<file path="src/rtl/prlk_mul.sv">
module prlk_mul (
	input  logic               clk,
	input  logic signed [31:0] a,
	input  logic signed [29:0] b,
	output logic signed [61:0] prod_q
);
	always_ff @(posedge clk) begin
		prod_q <= 62'(a) * 62'(b);
	end
endmodule

</file>
<file path="config.mk">
export PLATFORM = sky130hd
export DESIGN_NAME = prlk_mul
export DESIGN_NICKNAME = d
export VERILOG_FILES = /design/src/rtl/prlk_mul.sv
export SDC_FILE = /design/constraint.sdc
export NUM_CORES = 2
export LEC_CHECK = 0
export ABC_AREA = 0
export BUFFER_PORTS_ARGS = -buffer_cell sky130_fd_sc_hd__buf_2
export CORE_MARGIN = 5
export CORE_UTILIZATION = 65
export CTS_CLUSTER_DIAMETER = 120
export CTS_CLUSTER_SIZE = 16
export DETAILED_ROUTE_END_ITERATION = 16
export PLACE_DENSITY = 0.83
export SLEW_MARGIN = 20
export SYNTH_ARGS = -nofsm -noshare
export SYNTH_HDL_FRONTEND = slang
export SYNTH_SLANG_ARGS = --single-unit
export TNS_END_PERCENT = 50
</file>
<file path="constraint.sdc">
create_clock -name clk -period 17 [get_ports clk]
set_input_delay 3.4 -clock clk [delete_from_list [all_inputs] [get_ports clk]]
set_output_delay 3.4 -clock clk [all_outputs]
set_load 0.03 [all_outputs]
</file>
==> impl_metrics.tcl <==
set metrics [dict create \
    status "finished clean" \
    crit_slowest_cell "fa_1" \
    cts-root-buf "clkbuf_16" \
    crit_type "in -> reg" \
    wl_met1_um 29600 \
    ys_types 62 \
    postCtsSetupBuffers 0 \
    drc_errors 0 \
    hold_path_class "in -> reg" \
    ys_seq_area_share_pct 3.46 \
    layout_common_cells "inv_1 (1039), fa_1 (1014), nand2_1 (531)" \
    clkSlewWorstSetupHoldPaths_ns 0.05 \
    synthCells 3877 \
    slew_violations 0 \
    drtAntennaViolNets 0 \
    holdWs_ns 3.71 \
    cp.required_ns 17.23 \
    critPathMaxFanout 32 \
    antenna_found_initial 5 \
    worstSetupEndpointType "register" \
    cp.arrival_ns 11.66 \
    dr.pass1.iters 6 \
    dr.first_iter.drc_count 2015 \
    critPathLaunchType "input port" \
    setup_viol 0 \
    rsz0062_at_grt "false" \
    core_area_um2 54900 \
    slowest_delay_ns 0.88 \
    num_rows 86 \
    synth_edf_count 0 \
    die_area_um2 60000 \
    wirelength_um 92000 \
    hp-start "b[0]" \
    max-slew-margin-rel_pct 31.5 \
    regMostFlops "prod_q" \
    reg_top3 "prod_q x62" \
    drive_above_1_share_pct 4.27 \
    wire_per_inst_um 20.3 \
    ctsHoldBuffers 0 \
    yosysWarnings 0 \
    dp_cells 4508 \
    post_cts_resized 0 \
    max_freq_mhz 87.5 \
    syn-num-nets 5132 \
    grt_pass1_wl_um 151000 \
    cts_sinks 62 \
    final_hold_viol_count 0 \
    instances_no_fill 4525 \
    multi_input_area_um2 30000 \
    ios 125 \
    wl_met2_um 46100 \
    dr_wl_met3_um 7250 \
    synth.avg_cell_area_um2 9.26 \
    die_h_um 245 \
    crit_top_cell "fa_1" \
    start_util_pct 65.4 \
    hpwl_um 72900 \
    portBuffers 124 \
    cts_inserted_buffers 9 \
    first_global_vias 29900 \
    die_x_um 245 \
    timing.critical_path.from "b[3]" \
    area_growth_pct 3.01 \
    ys_ff_latch 62 \
    regArea_um2 1240 \
    grt_util_all_layers_pct 32.3 \
    async_reset_ff_share_pct 0 \
    cts_tree "done" \
    min_period_ns 11.43 \
    final_nets 5070 \
    largest_reg_flops 62 \
    layout_commonest_cell "inv_1" \
    cts_buffer_depth 2 \
    htreeDepth 3 \
    period_share_pct 67.3 \
    worst_pin_slew_ns 1.02 \
    setup_tns_ns 0 \
    vias_per_cell 5.74 \
    syn_area_um2 35900 \
    grt_overflow 0 \
    drv_cap 0 \
    grt_max_degree 33 \
    vias 26000 \
    synth_top_flop_cell "dfxtp_1" \
    fill_cells 4129 \
    top_layer "met4" \
    gp_congestion 0.953 \
]
==> cells in the mapped netlist, drive strengths merged, types with 2 or more instances <==
cell | number | area, um2
a311oi | 2 | 17.5
a2111oi | 3 | 51.3
a21o | 31 | 233
and4 | 2 | 17.5
nor3b | 3 | 22.5
nor2b | 10 | 62.6
o21a | 4 | 30.0
nor2 | 56 | 210
o221ai | 2 | 17.5
a41oi | 4 | 35.0
or2 | 2 | 12.5
buf | 5 | 25.0
nor3 | 13 | 65.1
a32oi | 2 | 25.0
or3 | 3 | 18.8
a221oi | 5 | 61.3
and2 | 444 | 2780
xor2 | 18 | 158
xnor2 | 49 | 429
a311o | 3 | 30.0
clkbuf | 199 | 747
o21ai | 40 | 223
inv | 1041 | 3910
o211ai | 7 | 57.6
nor4 | 2 | 12.5
a211oi | 9 | 82.6
dfxtp | 62 | 1240
nand2b | 13 | 81.3
nand2 | 531 | 1990
nand3 | 14 | 70.1
fa | 1014 | 20300
o311ai | 3 | 26.3
a31oi | 3 | 18.8
o21bai | 9 | 67.6
ha | 178 | 2230
o41ai | 2 | 36.3
a21oi | 62 | 314
a21boi | 3 | 22.5
nand4 | 8 | 50.1
and3 | 4 | 25.0
o31ai | 3 | 22.5
==> cells by family (layout without fill, tap and decap cells) <==
group | after synthesis | count (layout) | synth area share, %
xor+xnor | 67 | 67 | 1.63
mux | 1 | 1 | 0.0314
compound gates | 204 | 204 | 4.00
other cells | 0 | 3 | 0
fa+ha+maj | 1192 | 1192 | 62.7
buf+inv | 1245 | 1186 | 13.0
simple gates | 1106 | 1106 | 15.1
flops | 62 | 62 | 3.46
==> final cells by class <==
type                       instances  share of cell area [%]
clock buffer                      13                   0.704
inverter                        1041                    10.6
antenna                            3                  0.0203
sequential                        62                    3.36
multi-input combinational       2570                    81.1
timing repair buffer             131                    1.82
clock inverter                     1                  0.0812
tap                              704                    2.38
==> final timing paths <==
check | endpoint | slack (ns) | cells after the start
setup / recovery | prod_q[60]$_DFF_P_ | 5.57 | 25
hold / removal | prod_q[0]$_DFF_P_ | 3.71 | 2
==> through the flow <==
stage | setup slack (ns) | area, um2 | utilization, %
2_1_floorplan | 6.03 | 35900 | -
3_3_place_gp | 5.51 | 36700 | 66.9
3_5_place_dp | 5.30 | 36700 | 66.9
4_1_cts | 5.64 | 37000 | 67.4
5_1_grt | 5.15 | 37000 | 67.4
6_report | 5.57 | 37000 | 67.4
==> worst max-delay path: cells and delay by family <==
family / cells / cell delay (ns)
compound gates: 5 / 1.24
fa+ha+maj: 9 / 4.77
buf+inv: 8 / 1.70
simple gates: 3 / 0.55
==> metal layers <==
layer | vias to the layer above | global-route usage, %
met3 | 537 | 5.86
li1 | 10800 | -
met2 | 1345 | 55.9
met4 | 0 | 23.9
met1 | 13200 | 35.7
met5 | - | 0
Power is not shown: default switching activity piles up to over one toggle a cycle in this logic, so the estimate is an artifact.
