## src/rtl/prlk_div.sv

```systemverilog
module prlk_div (
	input  logic        clk,
	input  logic        arst_n,
	input  logic        start,
	input  logic [41:0] num,
	input  logic [15:0] den,
	output logic        busy,
	output logic        ovf,
	output logic [18:0] quot
);
	logic [15:0] rem_q;
	logic [18:0] sh_q;
	logic [4:0]  cnt_q;
	logic        busy_q;
	logic        ovf_q;
	logic [16:0] trial;
	logic        big;

	assign trial = {rem_q, sh_q[18]};
	assign big   = num[41:19] >= {7'd0, den};
	assign busy  = busy_q;
	assign ovf   = ovf_q;
	assign quot  = sh_q;

	always_ff @(posedge clk or negedge arst_n) begin
		if (!arst_n) begin
			busy_q <= 1'b0;
			ovf_q  <= 1'b0;
			rem_q  <= '0;
			sh_q   <= '0;
			cnt_q  <= '0;
		end else if (start) begin
			ovf_q  <= big;
			busy_q <= !big;
			rem_q  <= num[34:19];
			sh_q   <= num[18:0];
			cnt_q  <= 5'd19;
		end else if (busy_q) begin
			if (trial >= {1'b0, den}) begin
				rem_q <= 16'(trial - {1'b0, den});
				sh_q  <= {sh_q[17:0], 1'b1};
			end else begin
				rem_q <= trial[15:0];
				sh_q  <= {sh_q[17:0], 1'b0};
			end
			cnt_q <= cnt_q - 5'd1;
			if (cnt_q == 5'd1) begin
				busy_q <= 1'b0;
			end
		end
	end
endmodule

```

## config.mk

```make
export PLATFORM = sky130hd
export DESIGN_NAME = prlk_div
export DESIGN_NICKNAME = d
export VERILOG_FILES = /design/src/rtl/prlk_div.sv
export SDC_FILE = /design/constraint.sdc
export NUM_CORES = 1
export LEC_CHECK = 0
export ABC_CLOCK_PERIOD_IN_PS = 2950
export BUFFER_PORTS_ARGS = -buffer_cell sky130_fd_sc_hd__buf_2
export CAP_MARGIN = 20
export CORE_MARGIN = 2
export CORE_UTILIZATION = 44
export CTS_CLUSTER_SIZE = 25
export DETAILED_ROUTE_END_ITERATION = 8
export GPL_TIMING_DRIVEN = 0
export PLACE_DENSITY = 0.78
export SLEW_MARGIN = 5
export SYNTH_ARGS = -nofsm -noshare
export SYNTH_HDL_FRONTEND = slang
export SYNTH_SLANG_ARGS = --single-unit
```

## constraint.sdc

```tcl
create_clock -name clk -period 2.95 [get_ports clk]
set_clock_uncertainty 0.1 [all_clocks]
set_input_delay 0.4425 -clock clk [delete_from_list [all_inputs] [get_ports clk]]
set_output_delay 0.4425 -clock clk [all_outputs]
set_load 0.05 [all_outputs]
```

==> metrics <==
status=complete, no violations; HPWL after DPL=8200 microns; Nets=613; post-synthesis simple-gate area fraction=22.2%; Worst Slack Setup Final=0.211 ns; CP required=3.03 ns; crit path max fanout=5; die area=8860 sq um; port bufs=80; Netlist cell types=59; Setup Fix Bufs, Post-CTS=0; initial antenna violation count=0; Root Driver=clkbuf_8; Slew @ Worst Pin=0.707 ns; Setup Viol. Count Final=0; startpoint types=flop; leakage=1.90 nW; # clock sinks=42; drt initial violations=306; Cell Rows=32; Mapped Nets=524; slew margin rel.=51.6%; routed vias/inst=5.96; number of global-route vias before repair=3612; Avg WL per Cell=17.3 microns; synthesis-stage register bit count=42; via count=3698; Ports=82; most frequent cell after synthesis=dfrtp_1; register area share after synthesis=29.4%; endpoint type of the worst setup path=flop; post-synthesis cell area=3570 sq um; Max Clock Freq=365 MHz; clock tree buffer depth=2; maximum vdd drop=0.289 mV; Mapped Avg Cell Area=8.35 sq um; Worst-path clk slew=0.09 ns; largest family of logic cells by synthesized area=simple AND/OR/NAND/NOR gates; xor and xnor area share after synthesis=2.21%; synth-to-layout area growth=18.5%; Pre-antenna DRT Iters=5; layout cells sized above 1=22.6%; Post-Route WL=10700 microns; drt drc=0; post-synthesis instance total=428; Final Max Tran Viols=0; n_diodes=0; final hold vios=0; final period utilization=92.8%; post-synthesis mux area share=5.32%; Die Ht=94.1 microns; Hold Path Class=in -> reg; global-route wire length before repair=17500 microns; core footprint=7810 sq um; Util after Layout=54.2%; Synth top area share=29.4%; largest net degree at the start of global routing=43; dominant synthesized flop cell=dfrtp_1; Post-synth top cells=42 x dfrtp_1, 37 x a21oi_1, 34 x ha_1, 34 x nand2_1, 32 x o21ai_0; Critical Path AT=2.82 ns; PD cells=418 nW/um^2; TritonCTS Buffers=5; max-capacitance violation count=0; asr flop ratio synth=100%; RePlAce Congestion=0.969; Synth Area in Compound Gates=21.8%; CTS tree=yes; number of synthesized flops with an enable pin=0; Setup CP Type=reg -> reg; min cycle time layout=2.74 ns; Synth area leaders=dfrtp_1 29%, ha_1 12%, mux2i_1 5.3%; H-tree lvl count=2; Die Span X=94.1 microns; adder and majority gate portion of the synthesized area=12.5%; RSZ-0062 raised after global routing=no; GRT Util Overall=24.9%; latest clock arrival within the worst-skew pair=0.30 ns; Initial Util=45.8%; ANT nets after route=0; Synth area leader=dfrtp_1; post-place setup slack=-0.0597 ns; warnings from Yosys=0; final global-route overflow total=0
layout make-up:
type / instances / area [sq um]
inverters: 27 / 101
flip-flops and latches: 42 / 1050
multi-input cells: 331 / 2290
well taps: 102 / 128
clock buffers: 6 / 82.6
fillers: 743 / 3570
clock inverters: 2 / 12.5
repair buffers: 82 / 430
plain buffers: 28 / 134
per-stage QoR:
stage	setup TNS [ns]	instances	hold slack (ns)	power [mW]	cell area, sq um
finish	0	620	0.246	1.77	4230
detailed placement	-0.109	610	0.411	1.35	4100
global placement	-0.0422	610	0.379	1.33	4100
floorplan	0	428	0.0469	1.15	3570
global route	0	620	0.249	1.87	4230
CTS	0	618	0.225	1.75	4200
layout by cell type, fill, tap and decap left out, types with 2 or more instances in the layout:
cell	Yosys	layout
nand4_1	18	18
inv_1	27	27
o21a_1	4	4
and4_1	3	3
clkbuf_1	11	10
a31oi_1	4	4
dfrtp_1	42	42
o21bai_1	2	2
mux2i_1	19	19
buf_1	3	3
buf_4	4	4
nand3_1	17	17
nand2b_1	6	6
clkbuf_8	0	6
nor2_1	19	19
nor4b_1	2	2
o21ai_0	32	32
nor4_1	2	2
o31ai_1	5	5
a21o_1	4	4
a211oi_1	2	2
nand3_2	2	2
xnor2_1	8	8
nand2_1	34	34
a21oi_2	2	2
or3_1	4	4
o211ai_1	10	10
ha_1	34	34
a21oi_1	37	37
and2_1	3	3
nor3_1	12	11
nor3b_1	13	13
buf_2	10	90
nor2b_1	4	4
nor3_2	1	2
o2111ai_1	2	2
o21ai_1	3	3
logic make-up (layout without fill, tap and decap cells):
logic type	count (synthesis)	count (layout)
AND/OR/NAND/NOR	145	145
adder cells (fa/ha/maj)	35	35
flip-flops	42	42
AO/OA/AOI/OAI	123	123
XOR/XNOR	9	9
multiplexers	19	19
buffers and inverters	55	145
registers in the layout, summed over array words and instances (netlist names):
| register | cells |
|---|---|
| quot | 19 |
| rem_q | 16 |
| cnt_q | 5 |
| busy | 1 |
| ovf | 1 |
path summary, 6_finish.rpt:
kind	startpoint	to	slack (ns)	cells after the start
hold / removal	num[17]	quot[17]	0.25	3
hold reg to reg	cnt_q[4]	cnt_q[4]	0.44	2
setup reg to reg	rem_q[1]	rem_q[14]	0.21	7
min in group asynchronous	arst_n	cnt_q[0]	0.39	2
max in group asynchronous	arst_n	rem_q[2]	1.93	3
setup / recovery	rem_q[1]	rem_q[14]	0.21	7
metal layers:
layer / GRT usage, % / share of wire (%) / vias up / wire (microns)
met5: 0 / 0 / - / 0
met4: 9.42 / 2.8 / 0 / 302
met3: 4.01 / 8.0 / 31 / 854
met2: 40.0 / 46 / 182 / 4880
met1: 33.7 / 44 / 1737 / 4660
li1: - / - / 1748 / -
power by group:
part	internal [mW]	switching (mW)
Sequential	0.621	0.0429
Clock	0.189	0.223
Combinational	0.252	0.442
Total	1.06	0.708
critical path: stages, from the launching register on:
cell and delay [ns]:
dfrtp_1 0.40, ha_1 0.35, nor2b_1 0.20, o31ai_1 0.62, a21oi_1 0.18, or4_1 0.50
o211ai_1 0.15, a31oi_1 0.11
timing repair:
item / CTS / global route
endpoints found under the setup margin: 0 / 10
gates resized for setup: 0 / 3
endpoints found under the hold margin: 0 / 4
hold buffers: 0 / 1
Power figures use the tool's default switching activity.
